## src/hw/rtl/pstq_pkg.sv

```systemverilog
package pstq_pkg;

	// field widths of the command and result words
	localparam int MODE_W   = 3;
	localparam int ID_W     = 8;
	localparam int DUR_W    = 32;
	localparam int NOW_W    = 48;
	localparam int STATUS_W = 2;

	// most timers reported by one tick
	localparam int RESULT_CAP = 16;
	localparam int KW         = $clog2(RESULT_CAP + 1);

	localparam logic [MODE_W-1:0] MODE_ARM    = 3'd0;
	localparam logic [MODE_W-1:0] MODE_CANCEL = 3'd1;
	localparam logic [MODE_W-1:0] MODE_TICK   = 3'd2;
	localparam logic [MODE_W-1:0] MODE_STOP   = 3'd3;
	localparam logic [MODE_W-1:0] MODE_START  = 3'd4;

	localparam logic [STATUS_W-1:0] STATUS_OK        = 2'd0;
	localparam logic [STATUS_W-1:0] STATUS_FULL      = 2'd1;
	localparam logic [STATUS_W-1:0] STATUS_NOT_FOUND = 2'd2;

	typedef enum logic {
		ALU_ADD,
		ALU_SUB
	} alu_op_t;

endpackage

```

## src/hw/rtl/pstq_if.sv

```systemverilog
interface pstq_cmd_if;
	logic                         valid;
	logic                         ready;
	logic [pstq_pkg::MODE_W-1:0]  mode;
	logic [pstq_pkg::ID_W-1:0]    timer_id;
	logic [pstq_pkg::DUR_W-1:0]   duration;
	logic [pstq_pkg::NOW_W-1:0]   now;

	modport source (output valid, mode, timer_id, duration, now, input ready);
	modport sink   (input valid, mode, timer_id, duration, now, output ready);
endinterface

interface pstq_res_if;
	logic                          valid;
	logic                          ready;
	logic                          fired;
	logic [pstq_pkg::ID_W-1:0]     fired_id;
	logic [pstq_pkg::STATUS_W-1:0] status;
	logic                          pending;
	logic [pstq_pkg::NOW_W-1:0]    next_deadline;
	logic                          paused;
	logic                          last;

	modport source (output valid, fired, fired_id, status, pending, next_deadline, paused, last,
		input ready);
	modport sink   (input valid, fired, fired_id, status, pending, next_deadline, paused, last,
		output ready);
endinterface

```

## src/hw/rtl/pstq_addsub.sv

```systemverilog
module pstq_addsub #(
	parameter int W = 48
) (
	input  pstq_pkg::alu_op_t op,
	input  logic [W-1:0]      a,
	input  logic [W-1:0]      b,
	output logic [W-1:0]      sum,
	output logic              carry
);

	logic [W:0] b_eff;
	logic [W:0] full;

	// subtract as a + ~b + 1, carry out set means a >= b
	assign b_eff = (op == pstq_pkg::ALU_SUB) ? {1'b0, ~b} : {1'b0, b};
	assign full  = {1'b0, a} + b_eff + {{W{1'b0}}, (op == pstq_pkg::ALU_SUB)};
	assign sum   = full[W-1:0];
	assign carry = full[W];

endmodule

```

## src/hw/rtl/pstq_store.sv

```systemverilog
module pstq_store #(
	parameter int DEPTH = 16,
	parameter int AW    = 4,
	parameter int TW    = 48
) (
	input  logic                          clk,
	input  logic                          we,
	input  logic [AW-1:0]                 waddr,
	input  logic [pstq_pkg::ID_W-1:0]     wid,
	input  logic [TW-1:0]                 wdl,
	input  logic                          re,
	input  logic [AW-1:0]                 raddr,
	output logic [pstq_pkg::ID_W-1:0]     rid_q,
	output logic [TW-1:0]                 rdl_q
);

	logic [pstq_pkg::ID_W-1:0] id_mem [DEPTH];
	logic [TW-1:0]             dl_mem [DEPTH];

	always_ff @(posedge clk) begin
		if (we) begin
			id_mem[waddr] <= wid;
			dl_mem[waddr] <= wdl;
		end
	end

	// read data holds until the next read
	always_ff @(posedge clk) begin
		if (re) begin
			rid_q <= id_mem[raddr];
			rdl_q <= dl_mem[raddr];
		end
	end

endmodule

```

## src/hw/rtl/pausable_sorted_timer_queue.sv

```systemverilog
// Pausable sorted timer queue: holds up to MAX_TIMERS armed timers as (id, deadline) pairs in a
// circular store with one read and one write port, kept sorted by deadline, equal deadlines in
// arrival order. One command word is taken at a time (cmd.ready is high only between commands)
// and gives one result word, or for a tick one word per expired timer (at most 16), every word
// carrying the pending flag, head deadline and paused flag as they stand after the whole
// command. Stop, start, unused modes and a tick while paused do not touch the store; cancel
// does an id search, then a left shift over the tail; arm does an id search and removal, then
// an insertion walk from the tail; a tick scans for expired timers, then reads back and
// reports each one. With registered read data, each entry visited takes a read state and a
// decision state, and the single adder forms local time, deadlines and every deadline compare.
// Popping is a head pointer move, not a shift. Local time is the stop time while paused, else
// now minus the accumulated pause offset, modulo 2^TIME_BITS; deadlines wrap and compare as
// plain unsigned numbers. A result may wait in the output register while the next command is
// taken.
module pausable_sorted_timer_queue #(
	parameter int MAX_TIMERS = 16,
	parameter int TIME_BITS  = 48
) (
	input  logic        clk,
	input  logic        arst_n,
	pstq_cmd_if.sink    cmd,
	pstq_res_if.source  res
);

	localparam int AW = (MAX_TIMERS > 1) ? $clog2(MAX_TIMERS) : 1;
	localparam int CW = $clog2(MAX_TIMERS + 1);
	localparam int TW = TIME_BITS;
	localparam int NW = pstq_pkg::NOW_W;
	localparam int KW = pstq_pkg::KW;

	typedef enum logic [16:0] {
		S_IDLE    = 17'b00000000000000001,
		S_LT      = 17'b00000000000000010,
		S_DL      = 17'b00000000000000100,
		S_FIND_RD = 17'b00000000000001000,
		S_FIND_CK = 17'b00000000000010000,
		S_RM_RD   = 17'b00000000000100000,
		S_RM_WR   = 17'b00000000001000000,
		S_DECIDE  = 17'b00000000010000000,
		S_INS_RD  = 17'b00000000100000000,
		S_INS_CK  = 17'b00000001000000000,
		S_SCAN_RD = 17'b00000010000000000,
		S_SCAN_CK = 17'b00000100000000000,
		S_HEAD_RD = 17'b00001000000000000,
		S_HEAD_WT = 17'b00010000000000000,
		S_EM_ONE  = 17'b00100000000000000,
		S_EM_RD   = 17'b01000000000000000,
		S_EM_LD   = 17'b10000000000000000
	} state_t;

	state_t state_q;

	// queue and clock state
	logic [AW-1:0]  head_q;
	logic [CW-1:0]  count_q;
	logic           paused_q;
	logic [TW-1:0]  pause_time_q;
	logic [TW-1:0]  pause_offset_q;
	logic [TW-1:0]  head_dl_q;

	// current command and walk state
	logic [pstq_pkg::MODE_W-1:0]   mode_q;
	logic [pstq_pkg::ID_W-1:0]     id_q;
	logic [TW-1:0]                 dur_q;
	logic [TW-1:0]                 now_q;
	logic [TW-1:0]                 key_q;
	logic [CW-1:0]                 idx_q;
	logic                          found_q;
	logic [pstq_pkg::STATUS_W-1:0] status_q;
	logic [KW-1:0]                 nfire_q;
	logic [KW-1:0]                 k_q;
	logic [AW-1:0]                 base_q;

	// output register
	logic                          out_valid_q;
	logic                          out_fired_q;
	logic [pstq_pkg::ID_W-1:0]     out_id_q;
	logic [pstq_pkg::STATUS_W-1:0] out_status_q;
	logic                          out_pending_q;
	logic [NW-1:0]                 out_nd_q;
	logic                          out_paused_q;
	logic                          out_last_q;

	// shared adder
	pstq_pkg::alu_op_t alu_op;
	logic [TW-1:0]     alu_a;
	logic [TW-1:0]     alu_b;
	logic [TW-1:0]     alu_sum;
	logic              alu_carry;

	// store ports
	logic                      st_we;
	logic [AW-1:0]             st_waddr;
	logic [pstq_pkg::ID_W-1:0] st_wid;
	logic [TW-1:0]             st_wdl;
	logic                      st_re;
	logic [AW-1:0]             st_raddr;
	logic [pstq_pkg::ID_W-1:0] st_rid;
	logic [TW-1:0]             st_rdl;

	logic cmd_fire;
	logic slot_free;
	logic scan_stop;
	logic rm_done;
	logic em_last;

	// physical slot of the entry at a given distance from a base slot
	function automatic logic [AW-1:0] slot(input logic [AW-1:0] base, input logic [CW-1:0] off);
		logic [CW:0] s;
		s = (CW+1)'(base) + (CW+1)'(off);
		if (s >= (CW+1)'(MAX_TIMERS))
			s = s - (CW+1)'(MAX_TIMERS);
		return s[AW-1:0];
	endfunction

	pstq_addsub #(
		.W(TW)
	) u_addsub (
		.op    (alu_op),
		.a     (alu_a),
		.b     (alu_b),
		.sum   (alu_sum),
		.carry (alu_carry)
	);

	pstq_store #(
		.DEPTH(MAX_TIMERS),
		.AW   (AW),
		.TW   (TW)
	) u_store (
		.clk   (clk),
		.we    (st_we),
		.waddr (st_waddr),
		.wid   (st_wid),
		.wdl   (st_wdl),
		.re    (st_re),
		.raddr (st_raddr),
		.rid_q (st_rid),
		.rdl_q (st_rdl)
	);

	assign cmd.ready = (state_q == S_IDLE);
	assign cmd_fire  = cmd.valid && cmd.ready;
	assign slot_free = !out_valid_q || res.ready;
	assign scan_stop = (nfire_q == KW'(pstq_pkg::RESULT_CAP)) || (idx_q == count_q);
	assign rm_done   = (CW'(idx_q + 1'b1) == count_q);
	assign em_last   = (KW'(k_q + 1'b1) == nfire_q);

	// adder operands: local time, deadline, or key >= stored deadline
	always_comb begin
		alu_op = pstq_pkg::ALU_SUB;
		alu_a  = key_q;
		alu_b  = st_rdl;
		unique case (state_q)
			S_LT: begin
				alu_a = now_q;
				alu_b = (mode_q == pstq_pkg::MODE_START) ? pause_time_q : pause_offset_q;
			end
			S_DL: begin
				alu_op = pstq_pkg::ALU_ADD;
				alu_a  = dur_q;
				alu_b  = key_q;
			end
			default: begin
				alu_op = pstq_pkg::ALU_SUB;
			end
		endcase
	end

	// store accesses
	always_comb begin
		st_we    = 1'b0;
		st_waddr = slot(head_q, idx_q);
		st_wid   = st_rid;
		st_wdl   = st_rdl;
		st_re    = 1'b0;
		st_raddr = slot(head_q, idx_q);
		unique case (state_q)
			S_FIND_RD: st_re = (idx_q != count_q);
			S_SCAN_RD: st_re = !scan_stop;
			S_RM_RD: begin
				st_re    = !rm_done;
				st_raddr = slot(head_q, CW'(idx_q + 1'b1));
			end
			S_RM_WR: st_we = 1'b1;
			S_INS_RD: begin
				if (idx_q == '0) begin
					st_we  = 1'b1;
					st_wid = id_q;
					st_wdl = key_q;
				end else begin
					st_re    = 1'b1;
					st_raddr = slot(head_q, CW'(idx_q - 1'b1));
				end
			end
			S_INS_CK: begin
				// new timer goes after every entry with deadline not above it
				st_we = 1'b1;
				if (alu_carry) begin
					st_wid = id_q;
					st_wdl = key_q;
				end
			end
			S_HEAD_RD: begin
				st_re    = 1'b1;
				st_raddr = head_q;
			end
			S_EM_RD: begin
				st_re    = 1'b1;
				st_raddr = slot(base_q, CW'(k_q));
			end
			default: begin
				st_we = 1'b0;
			end
		endcase
	end

	// sequencer
	always_ff @(posedge clk or negedge arst_n) begin
		if (!arst_n) begin
			state_q        <= S_IDLE;
			head_q         <= '0;
			count_q        <= '0;
			paused_q       <= 1'b0;
			pause_time_q   <= '0;
			pause_offset_q <= '0;
			idx_q          <= '0;
			nfire_q        <= '0;
			k_q            <= '0;
			found_q        <= 1'b0;
			status_q       <= pstq_pkg::STATUS_OK;
		end else begin
			unique case (state_q)
				S_IDLE: begin
					if (cmd_fire) begin
						idx_q    <= '0;
						nfire_q  <= '0;
						k_q      <= '0;
						found_q  <= 1'b0;
						status_q <= pstq_pkg::STATUS_OK;
						state_q  <= S_LT;
					end
				end
				S_LT: begin
					unique case (mode_q)
						pstq_pkg::MODE_ARM:    state_q <= S_DL;
						pstq_pkg::MODE_CANCEL: state_q <= S_FIND_RD;
						pstq_pkg::MODE_TICK:   state_q <= paused_q ? S_EM_ONE : S_SCAN_RD;
						pstq_pkg::MODE_STOP: begin
							if (!paused_q) begin
								pause_time_q <= alu_sum;
								paused_q     <= 1'b1;
							end
							state_q <= S_EM_ONE;
						end
						pstq_pkg::MODE_START: begin
							// start is keyed on the paused flag alone
							if (paused_q) begin
								pause_offset_q <= alu_sum;
								paused_q       <= 1'b0;
							end
							state_q <= S_EM_ONE;
						end
						default: state_q <= S_EM_ONE;
					endcase
				end
				S_DL: state_q <= S_FIND_RD;
				S_FIND_RD: state_q <= (idx_q == count_q) ? S_DECIDE : S_FIND_CK;
				S_FIND_CK: begin
					if (st_rid == id_q) begin
						found_q <= 1'b1;
						state_q <= S_RM_RD;
					end else begin
						idx_q   <= idx_q + 1'b1;
						state_q <= S_FIND_RD;
					end
				end
				S_RM_RD: begin
					if (rm_done) begin
						count_q <= count_q - 1'b1;
						state_q <= S_DECIDE;
					end else begin
						state_q <= S_RM_WR;
					end
				end
				S_RM_WR: begin
					idx_q   <= idx_q + 1'b1;
					state_q <= S_RM_RD;
				end
				S_DECIDE: begin
					if (mode_q == pstq_pkg::MODE_CANCEL) begin
						if (!found_q)
							status_q <= pstq_pkg::STATUS_NOT_FOUND;
						state_q <= S_HEAD_RD;
					end else if (count_q == CW'(MAX_TIMERS)) begin
						status_q <= pstq_pkg::STATUS_FULL;
						state_q  <= S_HEAD_RD;
					end else begin
						idx_q   <= count_q;
						state_q <= S_INS_RD;
					end
				end
				S_INS_RD: begin
					if (idx_q == '0) begin
						count_q <= count_q + 1'b1;
						state_q <= S_HEAD_RD;
					end else begin
						state_q <= S_INS_CK;
					end
				end
				S_INS_CK: begin
					if (alu_carry) begin
						count_q <= count_q + 1'b1;
						state_q <= S_HEAD_RD;
					end else begin
						idx_q   <= idx_q - 1'b1;
						state_q <= S_INS_RD;
					end
				end
				S_SCAN_RD: begin
					if (scan_stop) begin
						// pop the expired run by moving the head past it
						base_q  <= head_q;
						head_q  <= slot(head_q, idx_q);
						count_q <= count_q - idx_q;
						state_q <= S_HEAD_RD;
					end else begin
						state_q <= S_SCAN_CK;
					end
				end
				S_SCAN_CK: begin
					if (alu_carry) begin
						idx_q   <= idx_q + 1'b1;
						nfire_q <= nfire_q + 1'b1;
						state_q <= S_SCAN_RD;
					end else begin
						base_q  <= head_q;
						head_q  <= slot(head_q, idx_q);
						count_q <= count_q - idx_q;
						state_q <= S_HEAD_RD;
					end
				end
				S_HEAD_RD: state_q <= S_HEAD_WT;
				S_HEAD_WT: state_q <= (nfire_q == '0) ? S_EM_ONE : S_EM_RD;
				S_EM_ONE: begin
					if (slot_free)
						state_q <= S_IDLE;
				end
				S_EM_RD: state_q <= S_EM_LD;
				S_EM_LD: begin
					if (slot_free) begin
						k_q     <= k_q + 1'b1;
						state_q <= em_last ? S_IDLE : S_EM_RD;
					end
				end
				default: state_q <= S_IDLE;
			endcase
		end
	end

	// command word, local time and deadline key
	always_ff @(posedge clk) begin
		if (cmd_fire) begin
			mode_q <= cmd.mode;
			id_q   <= cmd.timer_id;
			dur_q  <= TW'(cmd.duration);
			now_q  <= TW'(cmd.now);
		end
		if (state_q == S_LT)
			key_q <= paused_q ? pause_time_q : alu_sum;
		else if (state_q == S_DL)
			key_q <= alu_sum;
		if (state_q == S_HEAD_WT)
			head_dl_q <= st_rdl;
	end

	// output register
	always_ff @(posedge clk or negedge arst_n) begin
		if (!arst_n) begin
			out_valid_q <= 1'b0;
		end else if ((state_q == S_EM_ONE || state_q == S_EM_LD) && slot_free) begin
			out_valid_q <= 1'b1;
		end else if (res.ready) begin
			out_valid_q <= 1'b0;
		end
	end

	always_ff @(posedge clk) begin
		if ((state_q == S_EM_ONE || state_q == S_EM_LD) && slot_free) begin
			out_fired_q   <= (state_q == S_EM_LD);
			out_id_q      <= (state_q == S_EM_LD) ? st_rid : '0;
			out_status_q  <= status_q;
			out_pending_q <= (count_q != '0);
			out_nd_q      <= (count_q != '0) ? NW'(head_dl_q) : '0;
			out_paused_q  <= paused_q;
			out_last_q    <= (state_q == S_EM_ONE) || em_last;
		end
	end

	assign res.valid         = out_valid_q;
	assign res.fired         = out_fired_q;
	assign res.fired_id      = out_id_q;
	assign res.status        = out_status_q;
	assign res.pending       = out_pending_q;
	assign res.next_deadline = out_nd_q;
	assign res.paused        = out_paused_q;
	assign res.last          = out_last_q;

	// the queue never holds more than its capacity
	a_count_bound: assert property (@(posedge clk) disable iff (!arst_n)
		count_q <= CW'(MAX_TIMERS))
		else $error("timer count above capacity");

	// one command at a time: no word taken right after another
	a_one_cmd: assert property (@(posedge clk) disable iff (!arst_n)
		cmd_fire |=> !cmd.ready)
		else $error("command taken while busy");

	// an expiry is never reported with the clock stopped
	a_fire_running: assert property (@(posedge clk) disable iff (!arst_n)
		(res.valid && res.fired) |-> !res.paused)
		else $error("timer fired while paused");

	// an empty queue reports a zero head deadline
	a_empty_head: assert property (@(posedge clk) disable iff (!arst_n)
		(res.valid && !res.pending) |-> (res.next_deadline == '0))
		else $error("head deadline on empty queue");

endmodule
```

## src/flat_wrapper.sv

```systemverilog
// flat-port wrapper written by rule: the top's interface ports become plain ports
module pausable_sorted_timer_queue_flat 
#(
	parameter int MAX_TIMERS = 16,
	parameter int TIME_BITS  = 48
)
  (clk, arst_n, cmd_valid, cmd_mode, cmd_timer_id, cmd_duration, cmd_now, cmd_ready, res_valid, res_fired, res_fired_id, res_status, res_pending, res_next_deadline, res_paused, res_last, res_ready);
  pstq_cmd_if cmd_i ();
  pstq_res_if res_i ();
  input  logic clk;
  input  logic arst_n;
  input wire logic [$bits(cmd_i.valid)-1:0] cmd_valid;
  input wire logic [$bits(cmd_i.mode)-1:0] cmd_mode;
  input wire logic [$bits(cmd_i.timer_id)-1:0] cmd_timer_id;
  input wire logic [$bits(cmd_i.duration)-1:0] cmd_duration;
  input wire logic [$bits(cmd_i.now)-1:0] cmd_now;
  output wire logic [$bits(cmd_i.ready)-1:0] cmd_ready;
  output wire logic [$bits(res_i.valid)-1:0] res_valid;
  output wire logic [$bits(res_i.fired)-1:0] res_fired;
  output wire logic [$bits(res_i.fired_id)-1:0] res_fired_id;
  output wire logic [$bits(res_i.status)-1:0] res_status;
  output wire logic [$bits(res_i.pending)-1:0] res_pending;
  output wire logic [$bits(res_i.next_deadline)-1:0] res_next_deadline;
  output wire logic [$bits(res_i.paused)-1:0] res_paused;
  output wire logic [$bits(res_i.last)-1:0] res_last;
  input wire logic [$bits(res_i.ready)-1:0] res_ready;
  assign cmd_i.valid = cmd_valid;
  assign cmd_i.mode = cmd_mode;
  assign cmd_i.timer_id = cmd_timer_id;
  assign cmd_i.duration = cmd_duration;
  assign cmd_i.now = cmd_now;
  assign cmd_ready = cmd_i.ready;
  assign res_valid = res_i.valid;
  assign res_fired = res_i.fired;
  assign res_fired_id = res_i.fired_id;
  assign res_status = res_i.status;
  assign res_pending = res_i.pending;
  assign res_next_deadline = res_i.next_deadline;
  assign res_paused = res_i.paused;
  assign res_last = res_i.last;
  assign res_i.ready = res_ready;
  pausable_sorted_timer_queue #(.MAX_TIMERS(MAX_TIMERS), .TIME_BITS(TIME_BITS)) u_core (.clk(clk), .arst_n(arst_n), .cmd(cmd_i), .res(res_i));
endmodule
```

## config.mk

```make
export PLATFORM = sky130hd
export DESIGN_NAME = pausable_sorted_timer_queue_flat
export DESIGN_NICKNAME = d
export VERILOG_FILES = /design/src/hw/rtl/pstq_pkg.sv /design/src/hw/rtl/pstq_if.sv /design/src/hw/rtl/pstq_addsub.sv /design/src/hw/rtl/pstq_store.sv /design/src/hw/rtl/pausable_sorted_timer_queue.sv /design/src/flat_wrapper.sv
export SDC_FILE = /design/constraint.sdc
export NUM_CORES = 2
export LEC_CHECK = 0
export ABC_AREA = 1
export BUFFER_PORTS_ARGS = -buffer_cell sky130_fd_sc_hd__buf_2
export CORE_AREA = 2 2 369 371
export DETAILED_ROUTE_END_ITERATION = 10
export DIE_AREA = 0 0 371 373
export GPL_TIMING_DRIVEN = 0
export MAX_ROUTING_LAYER = met4
export PLACE_DENSITY = 0.68
export SLEW_MARGIN = 5
export SYNTH_ARGS = -nofsm -noshare
export SYNTH_HDL_FRONTEND = slang
export SYNTH_SLANG_ARGS = --single-unit
```

## constraint.sdc

```tcl
create_clock -name clk -period 5.92 [get_ports clk]
set_input_delay 0.592 -clock clk [delete_from_list [all_inputs] [get_ports clk]]
set_output_delay 0.592 -clock clk [all_outputs]
set_load 0.05 [all_outputs]
```

==> metrics <==
outcome=finished with violations; violated checks=max-capacitance violations; dpl ws=-2.829 ns; fraction of final layout cells with drive strength greater than 1=0.1396; top library cells by usage in the layout, fill and taps aside=sky130_fd_sc_hd__edfxtp_1, sky130_fd_sc_hd__nand2_1, sky130_fd_sc_hd__nor2_1, sky130_fd_sc_hd__o21ai_0, sky130_fd_sc_hd__nand3_1; final weighted congestion in routability-driven placement=between 1 and 1.5; asr flop ratio synth=0.1054; RR Startpoint=u_core.state_q[8]; average wire per cell in the routed design=23.82 um; number of vias per cell=roughly 5.6; fill cell instance count of the final layout=11443; Cell Rows=135; buffer type at the clock tree root=sky130_fd_sc_hd__clkbuf_16; HP Class=in -> reg; Worst Setup Slack, final=between 0.2 and 0.25 ns; Top Layer Used=met4; cell seen most often among critical-path stages=sky130_fd_sc_hd__nand2_2; initial antenna violation count=4; Setup CP Type=reg -> reg; Most used DFF post-synth=sky130_fd_sc_hd__edfxtp_1; number of global-route vias before repair=approximately 43000; Data required, critical path=between 6 and 7 ns; GR Util All Layers=0.2740; clock latency at the later pin of the worst-skew pair=approximately 0.80 ns; synthesized instance count=~5500; maximum ir drop on the vdd rail=between 200 and 250 uV; final number of max-transition violations=0; area growth from synthesis to final layout=17.03%; global-route wire length before repair=~270000 um; worst hold start=cmd_now[42]; critical path endpoint category=flip-flop; Worst Tran Pin Value=1.488 ns; share of the yosys chip area belonging to registers=0.6593; footprint of the multi-input gates=between 15000 and 20000 um2; iteration count of the initial detailed-routing pass=6; arrival time reported for the critical path endpoint=slightly above 6 ns; most common cell after layout, fill and taps aside=sky130_fd_sc_hd__edfxtp_1; number of distinct standard cells referenced by the synthesized netlist=63; vertical die dimension=about 370 um; synthesized netlist net count=between 5000 and 6000; count of pins on the block boundary=between 150 and 200; number of nets still failing antenna checks after routing=0; final sum of negative setup slack=0 ns; clk slew on worst S/H paths=about 0.060 ns; cell breakdown of the critical path=nor2_1 -> nand2_1 -> nor2_1 -> buf_4 -> nand2_2 -> nand2_2 -> clkbuf_1 -> o211ai_1 -> nand2_1 -> o21ai_0 -> ha_1 -> a21o_1 -> a31oi_1 -> o21ai_0 -> a21oi_1 -> nand2_2 -> nand2_4 -> nand2_2 -> a41oi_4 -> buf_12 -> buf_4 -> o21ai_1 -> buf_6; Clock Tree Buf Depth=3; endpoint with the worst hold slack=u_core.now_q[42]; DR iter-0 viols=roughly 4600; # Max-Cap Violations=1; endpoint of the lowest-slack register-to-register path=u_core.u_store.dl_mem[15][26]; number of synthesized register bits=between 1000 and 1500; mean instance size in the synthesized netlist=about 11 um2; cell class contributing the biggest share of worst-path delay=compound AO/OA/AOI/OAI gates; wire length reported by the detailed router=between 150000 and 200000 um; pin count of the biggest net entering global routing=slightly below 100; Chip Width=about 370 um; Reg2Reg Depth=23; Setup-failing EPs final=0; area of the core region=~130000 um2; total vias in the final route=44046; metal3 WL=approximately 15000 um; count of buffer and inverter cells on the critical path=5; fin crit share=0.9596; M1 WL=72180 um; Slew headroom=0.007948; startpoint type of the worst setup path=flip-flop; Leak Pwr=26.17 nW; synthesis warning total=0; estimated wirelength of the detail-placed design=around 140000 um; DRC violation count after routing=0; f_max=between 150 and 200 MHz; Hold Path Stages=1; net count of the finished layout=6120; minimum clock period=~5.7 ns; overflow left after global routing=0; post-synthesis instance area=60270 um2; Die Area=~140000 um2; CP max stage cell=sky130_fd_sc_hd__clkbuf_1; # clock sinks=roughly 1300; initial cell density of the core=0.4477; final number of hold-violating endpoints=0; register-to-register path setup slack=approximately 0.24 ns; number of buffers created by CTS=137; flip-flop and latch area=39740 um2; CTS tree=done; clock skew after layout=between 0.04 and 0.05 ns; Post-synth EDFFs=roughly 1200; Pwr Density=~500 nW/um2; stage delay of the slowest cell on the critical path=just under 0.7 ns; crit path max fanout=14; IO buf count=158; met2 wire length=90440 um; H-tree lvl count=4
-- worst reg2reg max path: cells and delay by family, from the launching register on --
family / cells / cell delay, ns
compound gates: 8 / 1.62
buf+inv: 5 / 1.52
simple gates: 9 / 1.50
flops: 1 / 0.40
fa+ha+maj: 1 / 0.37
-- cell usage after synthesis (56+ instances only) --
library cell	instances	area, um2
sky130_fd_sc_hd__a21oi_1	89	445.4
sky130_fd_sc_hd__buf_2	90	450.4
sky130_fd_sc_hd__clkbuf_1	169	634.4
sky130_fd_sc_hd__dfrtp_1	141	3528
sky130_fd_sc_hd__edfxtp_1	1205	36180
sky130_fd_sc_hd__ha_1	70	875.8
sky130_fd_sc_hd__inv_1	332	1246
sky130_fd_sc_hd__nand2_1	761	2856
sky130_fd_sc_hd__nand3_1	462	2312
sky130_fd_sc_hd__nor2_1	667	2504
sky130_fd_sc_hd__o211ai_1	219	1644
sky130_fd_sc_hd__o21ai_0	621	3108
sky130_fd_sc_hd__o21ai_1	102	510.5
sky130_fd_sc_hd__or2_0	56	350.3
sky130_fd_sc_hd__or2_2	118	738.2
-- worst max path at each step --
stage / startpoint / end / slack, ns / cells past startpoint
after global placement: u_core.state_q[5] / u_core.u_store.dl_mem[4][2] / -3.11 / 20
after global routing: u_core.state_q[14] / u_core.u_store.dl_mem[7][34] / -0.004 / 28
after CTS: u_core.state_q[8] / u_core.u_store.id_mem[8][4] / 0.01 / 29
final: u_core.state_q[8] / u_core.u_store.dl_mem[15][26] / 0.24 / 23
after floorplan: u_core.state_q[11] / u_core.found_q / 0.69 / 10
after detailed placement: u_core.state_q[5] / u_core.u_store.dl_mem[13][42] / -2.83 / 26
-- per-stage QoR --
step           instance area, um2  utilization  hold slack [ns]  power, W  std cells
2_1_floorplan               60280            -           0.2964   0.02079       5480
3_3_place_gp                63290       0.4702           0.4482   0.02539       7419
3_5_place_dp                64580       0.4797           0.4389   0.02566       7496
4_1_cts                     70290       0.5221         0.006528   0.03433       7833
5_1_grt                     70530       0.5239          0.02646   0.03634       7836
6_report                    70540       0.5240          0.03936   0.03459       7839
-- metal layers --
metal,track usage,up-vias
met5,-,-
met4,0.1281,0
met3,0.04476,433
met2,0.4457,2026
met1,0.3340,21297
li1,-,20290
-- layout make-up --
class / count / share of cell area
clock inverter: 76 / 0.01031
inverter: 378 / 0.02015
clock buffer: 169 / 0.05165
multi-input combinational: 3459 / 0.2601
sequential: 1347 / 0.5634
antenna: 4 / 0.0001419
tap: 1781 / 0.03159
buffer: 296 / 0.02121
timing repair buffer: 329 / 0.04142
-- state kept, by name, indices dropped and copies added (netlist names), 8 cells and up --
name and flops:
u_core.pause_time_q 48, u_core.u_store.id_mem 128, u_core.u_store.rid_q 8, u_core.state_q 17, u_core.res.fired_id 8, u_core.id_q 8, u_core.u_store.rdl_q 48, u_core.u_store.dl_mem 768
u_core.head_dl_q 48, u_core.dur_q 32, u_core.key_q 48, u_core.now_q 48, u_core.res.next_deadline 48, u_core.pause_offset_q 48
-- power breakdown --
group | internal (W) | leakage [nW] | switching, W
clock | 0.00490 | 2.12 | 0.00367
combinational | 0.00413 | 11.2 | 0.0102
sequential | 0.0114 | 12.8 | 0.000379
-- cells by family (layout without fill, tap and decap cells) --
logic type      after synthesis  in the layout  synth area share
buf+inv                     674           1248           0.04567
other cells                   0              4                 0
mux                          21             21          0.003488
flops                      1347           1347            0.6593
xor+xnor                     76             76           0.01104
compound gates             1136           1136            0.1092
fa+ha+maj                    77             77           0.01686
simple gates               2149           2149            0.1544
-- timing repair --
item                                   in CTS  in global routing
hold buffers                               91                  0
endpoints found under the hold margin     134                  0
setup endpoints to repair                 954                902
setup buffers                               1                  2
pin swaps                                   1                  3
resized for setup                         134                 64
Note: power is estimated with default switching activity, not from simulation.
